==> config.mk <==
export PLATFORM = sky130hd
export DESIGN_NAME = divider_timer_with_reload_top
export DESIGN_NICKNAME = d
export VERILOG_FILES = /design/src/rtl/core/dtr_pkg.sv /design/src/rtl/core/dtr_ctrl.sv /design/src/rtl/core/dtr_dp.sv /design/src/rtl/core/divider_timer_with_reload_top.sv
export SDC_FILE = /design/constraint.sdc
export NUM_CORES = 1
export LEC_CHECK = 0
export BUFFER_PORTS_ARGS = -buffer_cell sky130_fd_sc_hd__buf_2
export CORE_MARGIN = 4
export CORE_UTILIZATION = 45
export CTS_BUF_LIST = sky130_fd_sc_hd__clkbuf_4 sky130_fd_sc_hd__clkbuf_8 sky130_fd_sc_hd__clkbuf_16
export DETAILED_ROUTE_END_ITERATION = 12
export GPL_ROUTABILITY_DRIVEN = 1
export HOLD_SLACK_MARGIN = 0.1
export MAX_ROUTING_LAYER = met4
export SYNTH_ARGS = -nofsm -noshare
export SYNTH_HDL_FRONTEND = slang
export SYNTH_SLANG_ARGS = --single-unit
==> constraint.sdc <==
create_clock -name clk -period 4 [get_ports clk]
set_input_delay 0.8 -clock clk [delete_from_list [all_inputs] [get_ports clk]]
set_output_delay 0.8 -clock clk [all_outputs]
set_load 0.005 [all_outputs]
==> src/rtl/core/dtr_pkg.sv <==
// Shared types, codes and helpers for the divider/timer block.
package dtr_pkg;

  typedef enum logic [1:0] {
    REQ_TICK  = 2'd0,
    REQ_READ  = 2'd1,
    REQ_WRITE = 2'd2,
    REQ_NONE  = 2'd3
  } req_t;

  typedef enum logic [1:0] {
    REG_DIV  = 2'd0,
    REG_TIMA = 2'd1,
    REG_TMA  = 2'd2,
    REG_TAC  = 2'd3
  } reg_sel_t;

  typedef enum logic [1:0] {
    TAP_BIT9 = 2'd0,
    TAP_BIT3 = 2'd1,
    TAP_BIT5 = 2'd2,
    TAP_BIT7 = 2'd3
  } tap_t;

  typedef enum logic [1:0] {
    S_IDLE,
    S_EXEC,
    S_TICK,
    S_FIN
  } state_t;

  typedef struct packed {
    logic latch;
    logic exec_op;
    logic tick_step;
    logic finish;
  } dtr_cmd_t;

  typedef struct packed {
    logic tick_run;
    logic last_step;
  } dtr_sts_t;

  localparam logic [7:0] TIMA_MAX      = 8'hFF;
  localparam int unsigned TAC_EN_BIT   = 2;

  function automatic logic tap_level(input logic [9:0] div_low, input logic [1:0] sel);
    logic lvl;
    unique case (tap_t'(sel))
      TAP_BIT9: lvl = div_low[9];
      TAP_BIT3: lvl = div_low[3];
      TAP_BIT5: lvl = div_low[5];
      TAP_BIT7: lvl = div_low[7];
      default:  lvl = 1'b0;
    endcase
    return lvl;
  endfunction

endpackage

==> src/rtl/core/dtr_ctrl.sv <==
// Controller state machine sequencing request execution and result delivery.
module dtr_ctrl
  import dtr_pkg::*;
(
  input  logic     clk,
  input  logic     rst,
  input  logic     in_valid,
  output logic     in_ready,
  output logic     out_valid,
  input  logic     out_ready,
  input  dtr_sts_t sts,
  output dtr_cmd_t cmd
);

  state_t state, state_next;
  logic   out_ok;

  assign out_ok = !out_valid || out_ready;

  always_ff @(posedge clk) begin
    if (rst) begin
      state     <= S_IDLE;
      out_valid <= 1'b0;
    end else begin
      state <= state_next;
      if (cmd.exec_op || cmd.finish) begin
        out_valid <= 1'b1;
      end else if (out_ready) begin
        out_valid <= 1'b0;
      end
    end
  end

  always_comb begin
    state_next = state;
    unique case (state)
      S_IDLE: begin
        if (in_valid) state_next = S_EXEC;
      end
      S_EXEC: begin
        if (sts.tick_run) state_next = S_TICK;
        else if (out_ok) state_next = S_IDLE;
      end
      S_TICK: begin
        if (sts.last_step) state_next = S_FIN;
      end
      S_FIN: begin
        if (out_ok) state_next = S_IDLE;
      end
      default: state_next = S_IDLE;
    endcase
  end

  always_comb begin
    in_ready      = 1'b0;
    cmd           = '0;
    unique case (state)
      S_IDLE: begin
        in_ready  = 1'b1;
        cmd.latch = in_valid;
      end
      S_EXEC: begin
        cmd.exec_op = !sts.tick_run && out_ok;
      end
      S_TICK: begin
        cmd.tick_step = 1'b1;
      end
      S_FIN: begin
        cmd.finish = out_ok;
      end
      default: begin
        in_ready = 1'b0;
      end
    endcase
  end

endmodule

==> src/rtl/core/dtr_dp.sv <==
// Datapath holding the divider, the timer registers and the result register.
module dtr_dp
  import dtr_pkg::*;
#(
  parameter int unsigned DIVIDER_WIDTH = 16
) (
  input  logic       clk,
  input  logic       rst,
  input  logic [1:0] req_type,
  input  logic [1:0] reg_sel,
  input  logic [7:0] write_data,
  input  logic [5:0] cycle_count,
  input  dtr_cmd_t   cmd,
  output dtr_sts_t   sts,
  output logic [7:0] read_data,
  output logic       timer_irq
);

  req_t                     req_q;
  reg_sel_t                 sel_q;
  logic [7:0]               data_q;
  logic [5:0]               count_q;
  logic [DIVIDER_WIDTH-1:0] divider, divider_next;
  logic [7:0]               tima, tima_next;
  logic [7:0]               tma, tma_next;
  logic [7:0]               tac, tac_next;
  logic                     acc, acc_next;
  logic [7:0]               rd_next;
  logic                     irq_next;

  logic                     ovf;
  logic [7:0]               tima_inc;
  logic [DIVIDER_WIDTH-1:0] div_inc;
  logic                     tap_now;

  assign ovf      = (tima == TIMA_MAX);
  assign tima_inc = ovf ? tma : tima + 8'd1;
  assign div_inc  = divider + DIVIDER_WIDTH'(1);
  assign tap_now  = tap_level(divider[9:0], tac[1:0]);

  assign sts.tick_run  = (req_q == REQ_TICK) && tac[TAC_EN_BIT] && (count_q != 6'd0);
  assign sts.last_step = (count_q == 6'd1);

  always_comb begin
    divider_next = divider;
    tima_next    = tima;
    tma_next     = tma;
    tac_next     = tac;
    acc_next     = acc;
    rd_next      = 8'd0;
    irq_next     = 1'b0;
    if (cmd.latch) begin
      acc_next = 1'b0;
    end
    if (cmd.exec_op) begin
      case (req_q)
        REQ_TICK: begin
          divider_next = divider + DIVIDER_WIDTH'(count_q);
        end
        REQ_READ: begin
          unique case (sel_q)
            REG_DIV:  rd_next = divider[DIVIDER_WIDTH-1 -: 8];
            REG_TIMA: rd_next = tima;
            REG_TMA:  rd_next = tma;
            REG_TAC:  rd_next = tac;
            default:  rd_next = 8'd0;
          endcase
        end
        REQ_WRITE: begin
          unique case (sel_q)
            REG_DIV: begin
              if (tap_now) begin
                tima_next = tima_inc;
                irq_next  = ovf;
              end
              divider_next = '0;
            end
            REG_TIMA: tima_next = data_q;
            REG_TMA:  tma_next  = data_q;
            REG_TAC: begin
              tac_next = data_q;
              if (tap_now && !tap_level(divider[9:0], data_q[1:0])) begin
                tima_next = tima_inc;
                irq_next  = ovf;
              end
            end
            default: tac_next = tac;
          endcase
        end
        default: begin
          rd_next = 8'd0;
        end
      endcase
    end
    if (cmd.tick_step) begin
      divider_next = div_inc;
      if (tap_now && !tap_level(div_inc[9:0], tac[1:0])) begin
        tima_next = tima_inc;
        acc_next  = acc | ovf;
      end
    end
    if (cmd.finish) begin
      irq_next = acc;
    end
  end

  always_ff @(posedge clk) begin
    if (rst) begin
      divider <= '0;
      tima    <= 8'd0;
      tma     <= 8'd0;
      tac     <= 8'd0;
      acc     <= 1'b0;
    end else begin
      divider <= divider_next;
      tima    <= tima_next;
      tma     <= tma_next;
      tac     <= tac_next;
      acc     <= acc_next;
    end
  end

  always_ff @(posedge clk) begin
    if (cmd.latch) begin
      req_q   <= req_t'(req_type);
      sel_q   <= reg_sel_t'(reg_sel);
      data_q  <= write_data;
      count_q <= cycle_count;
    end else if (cmd.tick_step) begin
      count_q <= count_q - 6'd1;
    end
    if (cmd.exec_op || cmd.finish) begin
      read_data <= rd_next;
      timer_irq <= irq_next;
    end
  end

endmodule

==> src/rtl/core/divider_timer_with_reload_top.sv <==
// Top level of the DIV/TIMA/TMA/TAC divider and timer block.
//
//   channel | signals                                         | role
//   --------+-------------------------------------------------+--------------------------
//   in      | in_valid, in_ready, req_type, reg_sel,           | request beat: tick, read
//           | write_data, cycle_count                          | or write
//   out     | out_valid, out_ready, read_data, timer_irq       | one result beat per request
//
// Reads, writes, unused requests and ticks with the timer disabled or a zero cycle_count
// run in EXEC. A tick with the timer enabled and a nonzero cycle_count steps the divider
// in TICK, one divider step per clock. One request is in flight at a time; its divider
// steps run while the previous result still waits. A stalled output holds the block in
// EXEC or FIN. Reset is synchronous and clears the divider and all timer registers.
module divider_timer_with_reload_top
  import dtr_pkg::*;
#(
  parameter int unsigned DIVIDER_WIDTH = 16
) (
  input  logic       clk,
  input  logic       rst,
  input  logic       in_valid,
  output logic       in_ready,
  input  logic [1:0] req_type,
  input  logic [1:0] reg_sel,
  input  logic [7:0] write_data,
  input  logic [5:0] cycle_count,
  output logic       out_valid,
  input  logic       out_ready,
  output logic [7:0] read_data,
  output logic       timer_irq
);

  dtr_cmd_t cmd;
  dtr_sts_t sts;

  dtr_ctrl u_ctrl (
    .clk       (clk),
    .rst       (rst),
    .in_valid  (in_valid),
    .in_ready  (in_ready),
    .out_valid (out_valid),
    .out_ready (out_ready),
    .sts       (sts),
    .cmd       (cmd)
  );

  dtr_dp #(
    .DIVIDER_WIDTH (DIVIDER_WIDTH)
  ) u_dp (
    .clk         (clk),
    .rst         (rst),
    .req_type    (req_type),
    .reg_sel     (reg_sel),
    .write_data  (write_data),
    .cycle_count (cycle_count),
    .cmd         (cmd),
    .sts         (sts),
    .read_data   (read_data),
    .timer_irq   (timer_irq)
  );

endmodule

; Yosys cells after proc, flatten, opt, wreduce, memory -nomap -nowiden
; Index checks and enable logic that the tools add are counted.
[totals]
word_cells = 106
in_bits = 22
reg_bits = 71
out_inout_bits = 11
[op_classes]
add_sub_neg = 4
mux = 43
n_reduce_logical = 26
bitwise_logic = 1
n_eq_ne = 19
[ops]
columns = op, n
row1 = 8-bit 2-to-1 mux, 7
row2 = 16-bit 2-to-1 mux, 3
row3 = 16-bit case mux with 2 select lines, 1
row4 = 8-bit case mux with 4 select lines, 1
row5 = 8-bit case mux with 3 select lines, 1
row6 = 1-bit 2-to-1 mux, 19
row7 = "2-bit equality test, second input constant", 9
row8 = "16-bit by 1-bit adder with 16-bit output, second input constant", 1
row9 = 16-bit by 6-bit adder with 16-bit output, 1
row10 = 6-bit 2-to-1 mux, 2
row11 = 1-bit case mux with 4 select lines, 3
row12 = "2-bit by 1-bit equality test with 1-bit output, second input constant", 5
row13 = 2-bit zero test, 5
row14 = 3-bit AND reduction, 3
row15 = "8-bit by 1-bit adder with 8-bit output, second input constant", 1
row16 = "8-bit equality test, second input constant", 1
row17 = 2-bit 2-to-1 mux, 4
row18 = 2-bit case mux with 4 select lines, 1
row19 = "6-bit by 1-bit equality test with 1-bit output, second input constant", 1
row20 = 2-bit nonzero test, 3
row21 = 6-bit nonzero test, 1
row22 = "6-bit by 1-bit subtractor with 6-bit output, second input constant", 1
row23 = 1-bit logical AND, 5
row24 = 1-bit zero test, 4
row25 = 7 further kinds, 10

; Longest topological paths before layout
; Gate-level depths: netlist of the first run.
[depth]
ltp_word = 15
ltp_mapped = 9
depth_no_buf = 8

; Cells and area by module
; A second synthesis of the first run with hierarchy kept.
[unflattened]
cells_unflattened = 568
area_unflattened_um2 = 4605.7
[by_module_without_submodules]
columns = module, area_each_um2, instances, cells_per_inst, seq_area_each_um2
row1 = dtr_dp, 4438.0, 1, 548, 1631.6
row2 = dtr_ctrl, 167.7, 1, 20, 60.1

; Worst setup path before layout of the first run
; Ideal clock, no wire load.
[synth_timing]
kind = register -> register
start = register u_dp.count_q[0]
end = register u_dp.divider[8]
slack_ps = 1830
path_buffers = 0
setup_time_ps = 58
path_stages_with_launch = 9
synth_period_minus_slack_ps = 2170
required_ps = 3942
arrival_ps = 2112
cell_sequence = edfxtp_1 -> ha_1 -> fa_1 -> a211oi_1 -> o21bai_1 -> a21oi_1 -> o21ai_0 -> a41oi_1 -> o21a_1
[synth_via]
elab_chain_len = 7
elab_cells_between_ends = 11
classes_between = add/sub (1) / mux (4) / reduce/logical (6)
[synth_rtl]
columns = item, line_no
row1 = start: declaration, dtr_dp.sv:22  ; logic [5:0] count_q;
row2 = start signal: assignment, dtr_dp.sv:128  ; count_q <= cycle_count;
row3 = start signal: assignment, dtr_dp.sv:130  ; count_q <= count_q - 6'd1;
row4 = "parallel branches: the longest is 7 deep, another holds 16-bit by 6-bit adder with 16-bit output", n/a
row5 = end signal: assignment, dtr_dp.sv:115  ; divider <= divider_next;
row6 = end: declaration, dtr_dp.sv:23  ; logic [DIVIDER_WIDTH-1:0] divider, divider_next;
; Several ways; the timed one is not identified. The select of a mux whose other input is x is not followed.
; A chain may end at the register's enable or synchronous reset.

; Final worst setup path of the first run
[layout_timing]
start = register u_ctrl.state[0]
end = register u_dp.divider[10]
[layout_via]
elab_chain_len = 4
elab_cells_between_ends = 9
classes_between = eq/ne (3) / mux (3) / reduce/logical (3)
[layout_rtl]
columns = item, line_no
row1 = start: declaration, dtr_ctrl.sv:15  ; state_t state, state_next;
row2 = start signal: assignment, dtr_ctrl.sv:25  ; state <= state_next;
row3 = 2-bit equality test or 2-bit by 1-bit equality test with 1-bit output (tied branches), dtr_ctrl.sv:57  ; unique case (state)
row4 = 1-bit 2-to-1 mux, dtr_ctrl.sv:57
row5 = "3-bit != test (no source line), or another cell as far along", n/a
row6 = 3-bit AND reduction (no source line), n/a
; Several ways; a longest one is shown, not always the timed one.

==> results of run 1 <==
==> logic make-up (layout without fill, tap and decap cells) <==
kind of cell,count (synthesis),in the layout
AO/OA/AOI/OAI,143,143
XOR/XNOR,15,15
adder cells (fa/ha/maj),15,15
buffers and inverters,45,63
flip-flops,71,71
multiplexers,23,23
AND/OR/NAND/NOR,165,165
==> power by group through the flow <==
stage | Clock [mW] | Sequential (mW) | Combinational (mW)
finish | 0.561 | 0.807 | 0.149
global route | 0.605 | 0.811 | 0.167
CTS | 0.576 | 0.807 | 0.149
detailed placement | 0 | 0.824 | 0.149
global placement | 0 | 0.823 | 0.146
floorplan | 0 | 0.814 | 0.108
==> per-layer routing <==
metal | share of wire [%] | up-vias
met5 | 0 | -
met4 | 1.4 | 0
met3 | 7.6 | 16
met2 | 43 | 163
met1 | 48 | 1698
li1 | - | 1805
==> sequential cells by signal (all words and copies together) (netlist names) <==
| register | cells |
|---|---|
| u_ctrl.out_valid | 1 |
| u_ctrl.state | 2 |
| u_dp.acc | 1 |
| u_dp.count_q | 6 |
| u_dp.data_q | 8 |
| u_dp.divider | 16 |
| u_dp.read_data | 8 |
| u_dp.req_q | 2 |
| u_dp.sel_q | 2 |
| u_dp.tac | 8 |
| u_dp.tima | 8 |
| u_dp.timer_irq | 1 |
| u_dp.tma | 8 |
==> how the worst max path moves through the flow <==
stage / start / to / slack, ns / cells after the start
global route: u_dp.sel_q[0] / u_dp.divider[5] / 1.09 / 7
finish: u_ctrl.state[0] / u_dp.divider[10] / 1.33 / 7
global placement: u_dp.sel_q[0] / u_dp.divider[5] / 1.47 / 7
CTS: u_dp.sel_q[0] / u_dp.divider[5] / 1.36 / 7
floorplan: u_dp.count_q[0] / u_dp.divider[8] / 1.83 / 8
detailed placement: u_dp.sel_q[0] / u_dp.divider[5] / 1.37 / 7
==> tightest hold or removal path: cells and delay by family (launching register included) <==
family / cells / cell delay [ns]
DFF: 1 / 0.34
and+or+nand+nor: 1 / 0.07
AOI/OAI and AO/OA: 1 / 0.06
==> cell usage after synthesis (8+ instances only) <==
master	count	area (um^2)
nor2_1	74	278
dfxtp_1	44	881
a21oi_1	37	185
nand2_1	32	120
o21ai_0	29	145
edfxtp_1	27	811
mux2i_1	20	200
clkbuf_1	15	56.3
ha_1	14	175
inv_1	14	52.6
a211oi_1	12	90.1
a22oi_1	11	82.6
nand3_1	11	55.1
xnor2_1	11	96.3
a222oi_1	10	100
nor3_1	10	50.1
buf_2	8	40.0
==> cell type report <==
type                    instances  area [um^2]  area share [%]
multi-input cells             361         2390            51.4
flip-flops and latches         71         1690            36.4
repair buffers                 33          168            3.61
well taps                     129          161            3.47
clock buffers                   9          124            2.66
clock inverters                 7         63.8            1.37
inverters                      14         52.6            1.13
==> results.md, run 1 <==
* Status: complete, no violations
* Grt met2 use at 29.8%
* Largest voltage drop on the vdd net at 171 uV
* Number of fillers in the final layout at 896
* Simple-Gate Fraction of Synth Area at 18.9%
* Final sum of negative setup slack at 0 ns
* Multiplexer share of the synthesized area at 5.99%
* Remaining global-route overflow at 0
* Count of final setup violators at 0
* Routed via count divided by cell count at 5.90
* Internal power consumption at 1.08 mW
* Global-route track usage on met3 at 3.86%
* Final critical path time including I/O delays and setup at 2.67 ns
* Horiz. Die Dim at 106 um
* Cell family with the largest share of critical-path delay: simple AND/OR/NAND/NOR gates
* Gate power share at 9.8%
* Power density normalized to cell area at 326 nW/um^2
* Die Ht at 106 um
* RSZ-0062 raised after global routing: no
* Endpoint class of the critical path: flip-flop
* Largest net degree at the start of global routing at 45
* Post-Layout Inst Area at 4650 um^2
* Synth unique cells at 75
* Placed Instance Area at 4460 um^2
* Cell with the biggest individual delay on the critical path: nand2b_1
* Post-Place Worst Slack at 1.37 ns
* Post-synthesis cell area at 4280 um^2
* Number of enable flip-flop cells after synthesis at 27
* Post-DR wirelength/cell at 17.3 um
* Highest net fanout along the worst path at 20
* Max Slew Vio Count at 0
* Number of optimization iterations in the first detailed-route pass at 8
* Ys async rst share at 0%
* Clock transition at the registers of the reported paths at 0.08 ns
* Top_reg_cell synth: dfxtp_1
* Fraction of layout cells with a size suffix above 1 at 14.1%
* Total placed cells including tap cells at 608
* Hold buffers post-CTS at 0
* Post-CTS setup buffer count at 0
* Final hold violation count at 0
* Final Util at 50.3%
* Required @ worst endpoint at 4.28 ns
* RePlAce Congestion at 0.817
* CTS buffer count at 9
* Core region area at 9240 um^2
* Total track usage at 20.5%
* Most used routing layer: met2
* Register area share after synthesis at 39.5%
* Arithmetic-cell share of the synthesized area counting full adders, half adders and majority gates at 4.56%
* Clock share of power at 37.0%
* Total Power Consumption at 1.52 mW
* Maximum achievable frequency at 374 MHz
* Mean area per synthesized cell at 8.98 um^2
* Worst path max stage delay at 0.68 ns
* Leakage power figure at 1.74 nW
* Starting utilization of the core area at 46.4%
* Largest family of logic cells by synthesized area: compound AO/OA/AOI/OAI gates
* CP Data Arrival Time at 2.95 ns
* Switch Pwr at 0.441 mW
* Area fraction in compound gates after synthesis at 23.2%
* Post-synthesis sequential element count at 71
* Synthesized netlist net count at 514
* Max clock buf depth at 2
* Launch instance of the worst register-to-register path: u_ctrl.state[0]
* Number of vias after detailed routing at 3682
* Cell Chain, Critical Path: nand2b_1, o21ai_0, buf_4, nor3_2, a21oi_1, or3_1, a21oi_1
* Worst-case clock skew at 0.0105 ns
* TritonCTS clock tree: yes
* R2r worst-path depth at 7
* Commonest non-fill, non-tap cells in the layout: 74 x nor2_1, 44 x dfxtp_1, 37 x a21oi_1
* Startpoint kind of the worst setup timing path: flip-flop
* Register-to-register setup slack at 1.33 ns
* Port-buffer cells at 32
* Start-to-end type of the worst setup path: flip-flop to flip-flop
* Count of synthesis-stage warnings from yosys at 0
* Relative max-transition margin at 37.7%
* Total wire length after detailed routing at 10800 um
* Via count of the first global-routing pass at 3540
* Post-detailed-route DRC marker count at 0
* Level count of the clock H-tree at 3
* CP most frequent cell: a21oi_1
* Hold path endpoint: u_dp.acc
* XOR/XNOR Fraction of Synth Area at 3.07%
* Global-route wire length before repair at 18000 um
* Most common library cell in the layout ignoring fill and taps: nor2_1
* Number of cells upsized or downsized after cts at 0
* Final worst hold slack at 0.502 ns
* Fin worst setup slack at 1.33 ns
* Growth of design area from synthesis to finish at 8.56%
* Detailed placer's ending HPWL at 7470 um
* Number of sinks driven by the clock tree at 71
* DRC marker count from the first detailed-route iteration at 337
* N_diodes at 0
* Transition time at the pin with the least slew margin at 0.933 ns
* Worst reg2reg endpoint: u_dp.divider[10]
* Count of antenna-violating nets left after detailed routing at 0
* Worst min-delay path category: flip-flop to flip-flop
* Fraction of power spent switching nets at 29.1%
* Max-cap violations at 0
* GR Util met1 at 28.5%
* Sequential power share at 53.2%
* Period utilization at 66.8%
* Post-route non-filler standard cell count at 624
* Initial antenna violation count at 0
* Clock latency at the later pin of the worst-skew pair at 0.36 ns
* Hold path startpoint: u_dp.acc
* Number of core rows at 35
* Crit path buffers/inverters at 1
* Die Area at 11100 um^2
* Fin nets at 527
* Number of instances in the synthesized netlist at 477
* Root Driver: clkbuf_8
* Boundary Pins at 33
* Number of cells traversed by the worst hold path at 2
No activity file was read; power rests on OpenSTA's default activity.
==> inputs of run 2 (changes only) <==
clock period = 2.7 ns   (was 4 ns; I/O delays follow)
==> run 2 against run 1 <==
Effect of this change: combinational power up 52%; maximum frequency grew 7.6%; cell count grew 2.1%; largest cell class unchanged.
==> results.md, run 2 (same netlist as run 1, synthesis figures left out) <==
* Gate power share at 10.2% (+0.4 points)
* Total track usage at 20.7% (+0.21 points)
* Level count of the clock H-tree at 3 (unchanged)
* Fraction of layout cells with a size suffix above 1 at 16.3% (+2.2 points)
* Total wire length after detailed routing at 10900 um (+0.78%)
* Endpoint class of the critical path: flip-flop
* Maximum achievable frequency at 403 MHz (+7.6%)
* Number of core rows at 35 (unchanged)
* Post-detailed-route DRC marker count at 0 (unchanged)
* Worst-case clock skew at 0.0150 ns (+0.00456 ns)
* Worst reg2reg endpoint: u_dp.divider[8]
* Global-route wire length before repair at 18100 um (+0.89%)
* Highest net fanout along the worst path at 5 (-75%)
* Remaining global-route overflow at 0 (unchanged)
* Endpoint of the most critical setup path: u_dp.divider[8]
* CP Data Arrival Time at 2.78 ns (-0.17 ns)
* Max clock buf depth at 2 (unchanged)
* Number of sinks driven by the clock tree at 71 (unchanged)
* Status: complete, no violations
* N_diodes at 0 (unchanged)
* Count of antenna-violating nets left after detailed routing at 0 (unchanged)
* Final Util at 51.3% (+0.99 points)
* Startpoint kind of the worst setup timing path: flip-flop
* RSZ-0062 raised after global routing: no
* Port-buffer cells at 32 (unchanged)
* Largest voltage drop on the vdd net at 315 uV (+84%)
* Die Area at 11100 um^2 (unchanged)
* Die Ht at 106 um (unchanged)
* Growth of design area from synthesis to finish at 10.7%
* Relative max-transition margin at 58.3% (+21 points)
* Commonest non-fill, non-tap cells in the layout: 74 x nor2_1, 44 x dfxtp_1, 37 x a21oi_1
* Required @ worst endpoint at 2.99 ns (-1.29 ns)
* Largest net degree at the start of global routing at 32 (-29%)
* Start-to-end type of the worst setup path: flip-flop to flip-flop
* Count of final setup violators at 0 (unchanged)
* Number of optimization iterations in the first detailed-route pass at 6 (-2)
* TritonCTS clock tree: yes
* Worst min-delay path category: primary input to flip-flop
* Final worst hold slack at 0.369 ns (-0.133 ns)
* Leakage power figure at 1.80 nW (+3.5%)
* Clock share of power at 36.0% (-1.0 points)
* Sequential power share at 53.8% (+0.6 points)
* Top register by number of flip-flops: u_dp.divider
* Fin nets at 540 (+2.5%)
* Number of cells upsized or downsized after cts at 0 (unchanged)
* Boundary Pins at 33 (unchanged)
* Final sum of negative setup slack at 0 ns (unchanged)
* Post-DR wirelength/cell at 17.1 um (-1.3%)
* Routed via count divided by cell count at 5.84 (-1.1%)
* Launch instance of the worst register-to-register path: u_dp.count_q[0]
* Most common library cell in the layout ignoring fill and taps: nor2_1
* Power density normalized to cell area at 469 nW/um^2 (+44%)
* Clock latency at the later pin of the worst-skew pair at 0.34 ns (-0.02 ns)
* Post-CTS setup buffer count at 0 (unchanged)
* Transition time at the pin with the least slew margin at 0.626 ns (-0.307 ns)
* Max-cap violations at 0 (unchanged)
* Start point of the critical path: u_dp.count_q[0]
* Max FFs per register at 16 (unchanged)
* CTS buffer count at 9 (unchanged)
* Initial antenna violation count at 0 (unchanged)
* Clock transition at the registers of the reported paths at 0.09 ns (about the same)
* RePlAce Congestion at 0.877 (+7.4%)
* Starting utilization of the core area at 46.4% (unchanged)
* Switch Pwr at 0.617 mW (+40%)
* Fraction of power spent switching nets at 27.8% (-1.3 points)
* Detailed placer's ending HPWL at 7560 um (+1.2%)
* Register-to-register setup slack at 0.22 ns (-1.11 ns)
* Root Driver: clkbuf_8
* Number of vias after detailed routing at 3718 (+0.98%)
* R2r worst-path depth at 8 (+1)
* Max Slew Vio Count at 0 (unchanged)
* Internal power consumption at 1.61 mW (+49%)
* Period utilization at 91.9% (+25 points)
* Hold buffers post-CTS at 0 (unchanged)
* Via count of the first global-routing pass at 3564 (+0.68%)
* Core region area at 9240 um^2 (unchanged)
* DRC marker count from the first detailed-route iteration at 374 (+11%)
* Final hold violation count at 0 (unchanged)
* Horiz. Die Dim at 106 um (unchanged)
* Final critical path time including I/O delays and setup at 2.48 ns (-0.190 ns)
[run 2: cell types whose count changed in the layout (fill, tap and decap cells not counted)]
cell / change
buf_4: +13
clkbuf_8: +1
clkinv_2: +2
clkinvlp_4: +1
inv_4: -1
inv_6: -1
inv_8: -2
[run 2: how the worst min path moves through the flow]
stage / from / to / slack [ns] / depth (start not counted)
floorplan: u_dp.acc / u_dp.acc / 0.46 / 2
global placement: u_dp.acc / u_dp.acc / 0.47 / 2
detailed placement: u_dp.acc / u_dp.acc / 0.49 / 2
CTS: write_data[5] / u_dp.data_q[5] / 0.36 / 1
global route: write_data[7] / u_dp.data_q[7] / 0.35 / 1
finish: write_data[6] / u_dp.data_q[6] / 0.37 / 1
[run 2: cell type report]
type	count	area, um^2
flip-flops and latches	71	1690
repair buffers	46	265
well taps	129	161
clock buffers	10	138
clock inverters	6	43.8
multi-input cells	361	2390
inverters	14	52.6
fillers	884	4500
[run 2: power groups by stage]
stage | Clock, mW | Sequential (mW) | Combinational [mW]
5_1_grt | 0.873 | 1.20 | 0.254
3_5_place_dp | 0 | 1.22 | 0.226
4_1_cts | 0.814 | 1.20 | 0.228
2_1_floorplan | 0 | 1.21 | 0.160
6_report | 0.799 | 1.20 | 0.227
3_3_place_gp | 0 | 1.22 | 0.224
[run 2: metal layers]
metal / global-route usage [%] / vias to the layer above / share of wire, %
li1: - / 1830 / -
met1: 28.3 / 1743 / 49
met2: 31.1 / 133 / 44
met3: 4.23 / 12 / 6.7
met4: 6.01 / 0 / 1.1
met5: - / - / 0
[run 2: through the flow]
| stage | power (mW) | instances | setup slack [ns] | cell area (um^2) |
|---|---|---|---|---|
| final | 2.22 | 637 | 0.218 | 4740 |
| after floorplan | 1.37 | 477 | 0.530 | 4280 |
| after CTS | 2.24 | 637 | 0.219 | 4740 |
| after detailed placement | 1.45 | 621 | 0.244 | 4560 |
| after global routing | 2.33 | 637 | 0.0402 | 4740 |
| after global placement | 1.44 | 621 | 0.290 | 4560 |
[run 2: worst max-delay path, stage by stage (launching register included)]
cell      delay (ns)
edfxtp_1        0.46
ha_1            0.26
fa_1            0.44
a211oi_1        0.33
o21bai_1        0.15
a21oi_1         0.30
o21ai_0         0.14
a41oi_1         0.22
o21a_1          0.14
==> inputs of run 3 (changes only) <==
ABC_AREA = 1   (was default)
==> run 3 against run 2 <==
Effect of this change: final area is 7.8% higher; critical path depth increased by 1; maximum frequency up 15%.
==> results.md, run 3 <==
* TritonCTS clock tree: yes
* Total wire length after detailed routing at 12200 um (+11%)
* Final worst hold slack at 0.348 ns (-0.0206 ns)
* Largest net degree at the start of global routing at 28 (-13%)
* Number of sinks driven by the clock tree at 71 (unchanged)
* Post-detailed-route DRC marker count at 0 (unchanged)
* Post-synthesis sequential element count at 71 (unchanged)
* Launch instance of the worst register-to-register path: u_dp.divider[4]
* Leakage power figure at 2.24 nW (+25%)
* Leading cell types by total area after synthesis: dfxtp_1 19%, edfxtp_1 17%, nand2_1 14%
* Transition time at the pin with the least slew margin at 0.705 ns (+0.0787 ns)
* Worst min-delay path category: primary input to flip-flop
* Most common library cell in the layout ignoring fill and taps: nand2_1
* Final hold violation count at 0 (unchanged)
* Power density normalized to cell area at 458 nW/um^2 (-2.4%)
* Startpoint kind of the worst setup timing path: flip-flop
* Fraction of layout cells with a size suffix above 1 at 13.2% (-3.2 points)
* Required @ worst endpoint at 2.96 ns (-0.03 ns)
* N_diodes at 0 (unchanged)
* Root Driver: clkbuf_8
* Post-Layout Inst Area at 5110 um^2 (+7.8%)
* Remaining global-route overflow at 0 (unchanged)
* CP Data Arrival Time at 2.41 ns (-0.37 ns)
* Final sum of negative setup slack at 0 ns (unchanged)
* Clock transition at the registers of the reported paths at 0.09 ns (about the same)
* Period utilization at 79.7% (-12 points)
* DRC marker count from the first detailed-route iteration at 395 (+5.6%)
* Boundary Pins at 33 (unchanged)
* Highest net fanout along the worst path at 9 (+4)
* Synthesized netlist net count at 699 (+36%)
* Routed via count divided by cell count at 5.33 (-8.8%)
* Via count of the first global-routing pass at 4011 (+13%)
* Post-synthesis cell area at 4700 um^2 (+9.8%)
* Number of core rows at 37 (+5.7%)
* Number of vias after detailed routing at 4399 (+18%)
* Endpoint class of the critical path: flip-flop
* Top_reg_cell synth: dfxtp_1
* Clock latency at the later pin of the worst-skew pair at 0.36 ns (+0.02 ns)
* Register area share after synthesis at 36.0% (-3.5 points)
* Post-CTS setup buffer count at 0 (unchanged)
* Commonest non-fill, non-tap cells in the layout: 180 x nand2_1, 77 x inv_1, 74 x nand3_1
* Max Slew Vio Count at 0 (unchanged)
* Top register by number of flip-flops: u_dp.divider
* Port-buffer cells at 32 (unchanged)
* Global-route wire length before repair at 20300 um (+12%)
* CTS buffer count at 9 (unchanged)
* Number of cells traversed by the worst hold path at 1 (unchanged)
* Level count of the clock H-tree at 3 (unchanged)
* Max-cap violations at 0 (unchanged)
* Detailed placer's ending HPWL at 8990 um (+19%)
* Final critical path time including I/O delays and setup at 2.15 ns (-0.329 ns)
* Number of optimization iterations in the first detailed-route pass at 5 (-1)
* Worst reg2reg endpoint: u_dp.divider[15]
* Core region area at 10200 um^2 (+11%)
* Placed Instance Area at 4940 um^2 (+8.2%)
* Initial antenna violation count at 0 (unchanged)
* Count of final setup violators at 0 (unchanged)
* Total track usage at 22.2% (+1.6 points)
* Hold path startpoint: write_data[4]
* Number of enable flip-flop cells after synthesis at 27 (unchanged)
* Die Ht at 110 um (+4.4%)
* Hold path endpoint: u_dp.data_q[4]
* Largest voltage drop on the vdd net at 304 uV (-3.6%)
* Die Area at 12100 um^2 (+9.0%)
* Final Util at 50.0% (-1.3 points)
* Maximum achievable frequency at 464 MHz (+15%)
* RePlAce Congestion at 0.864 (-1.5%)
* R2r worst-path depth at 9 (+1)
* RSZ-0062 raised after global routing: no
* Number of cells upsized or downsized after cts at 0 (unchanged)
* Fin worst setup slack at 0.547 ns (+0.329 ns)
* Relative max-transition margin at 53.0% (-5.3 points)
* Count of synthesis-stage warnings from yosys at 0 (unchanged)
* Ys async rst share at 0% (unchanged)
* Worst-case clock skew at 0.00904 ns (-0.00597 ns)
* Fin nets at 722 (+34%)
* Area fraction of the dominant cell type after synthesis at 18.7% (-1.8 points)
* Number of instances in the synthesized netlist at 662 (+39%)
* Starting utilization of the core area at 46.0% (-0.41 points)
* Mean area per synthesized cell at 7.10 um^2 (-21%)
* Start point of the critical path: u_dp.divider[4]
* Most numerous cell in the Yosys netlist: nand2_1
* Post-DR wirelength/cell at 14.7 um (-14%)
* Max FFs per register at 16 (unchanged)
* Post-Place Worst Slack at 0.572 ns (+0.328 ns)
* Max clock buf depth at 2 (unchanged)
* Most instantiated cells after synthesis: 180 x nand2_1, 77 x inv_1, 74 x nand3_1, 51 x a21oi_1, 44 x dfxtp_1
* Post-synthesis cell type with the largest combined area: dfxtp_1
* Register-to-register setup slack at 0.55 ns (+0.33 ns)
* Synth unique cells at 47 (-37%)
* Horiz. Die Dim at 110 um (+4.4%)
* Growth of design area from synthesis to finish at 8.75%
* Status: complete, no violations
* Count of antenna-violating nets left after detailed routing at 0 (unchanged)
* Start-to-end type of the worst setup path: flip-flop to flip-flop
* Hold buffers post-CTS at 0 (unchanged)
[run 3: cell type report]
type,instances,area (um^2)
fill,1053,5120
timing repair buffer,35,183
multi-input combinational,483,2570
inverter,85,324
clock buffer,9,124
clock inverter,7,53.8
sequential,71,1690
tap,136,170
[run 3: worst max path at each step]
stage / slack, ns / depth (start not counted) / to
6_report: 0.55 / 9 / u_dp.divider[15]
3_3_place_gp: 0.62 / 11 / u_dp.divider[8]
2_1_floorplan: 0.82 / 11 / u_dp.divider[8]
4_1_cts: 0.56 / 9 / u_dp.divider[13]
3_5_place_dp: 0.57 / 9 / u_dp.divider[13]
5_1_grt: 0.34 / 9 / u_dp.tac[2]
[run 3: cell families after synthesis]
| kind of cell | count (synthesis) | synth area share, % |
|---|---|---|
| compound gates | 122 | 14.8 |
| xor+xnor | 9 | 1.68 |
| fa+ha+maj | 15 | 4.15 |
| buf+inv | 108 | 9.42 |
| flops | 71 | 36.0 |
| simple gates | 337 | 34.0 |
[run 3: through the flow]
stage	power (mW)	instances
6_report	2.34	826
5_1_grt	2.46	826
4_1_cts	2.36	826
3_5_place_dp	1.56	810
3_3_place_gp	1.55	810
2_1_floorplan	1.46	662
[run 3: critical path, stage by stage (launching register included)]
cell	delay, ns
dfxtp_1	0.53
ha_1	0.34
a21oi_1	0.21
nor2_1	0.06
a21oi_1	0.23
nand2_1	0.28
a21oi_1	0.21
nor2_1	0.06
nor2_1	0.08
nor2_1	0.05
[run 3: power by group]
group | total [mW] | internal, mW | switching, mW
Combinational | 0.308 | 0.106 | 0.202
Clock | 0.806 | 0.343 | 0.463
Sequential | 1.23 | 1.17 | 0.0590
[run 3: routing by layer]
layer  track usage (%)  up-vias  wire length [um]
li1                  -     2249                 -
met1              33.4     1998              6130
met3              2.97       14               768
met4              7.65        0               178
met2              30.5      138              5080
met5                 -        -                 0
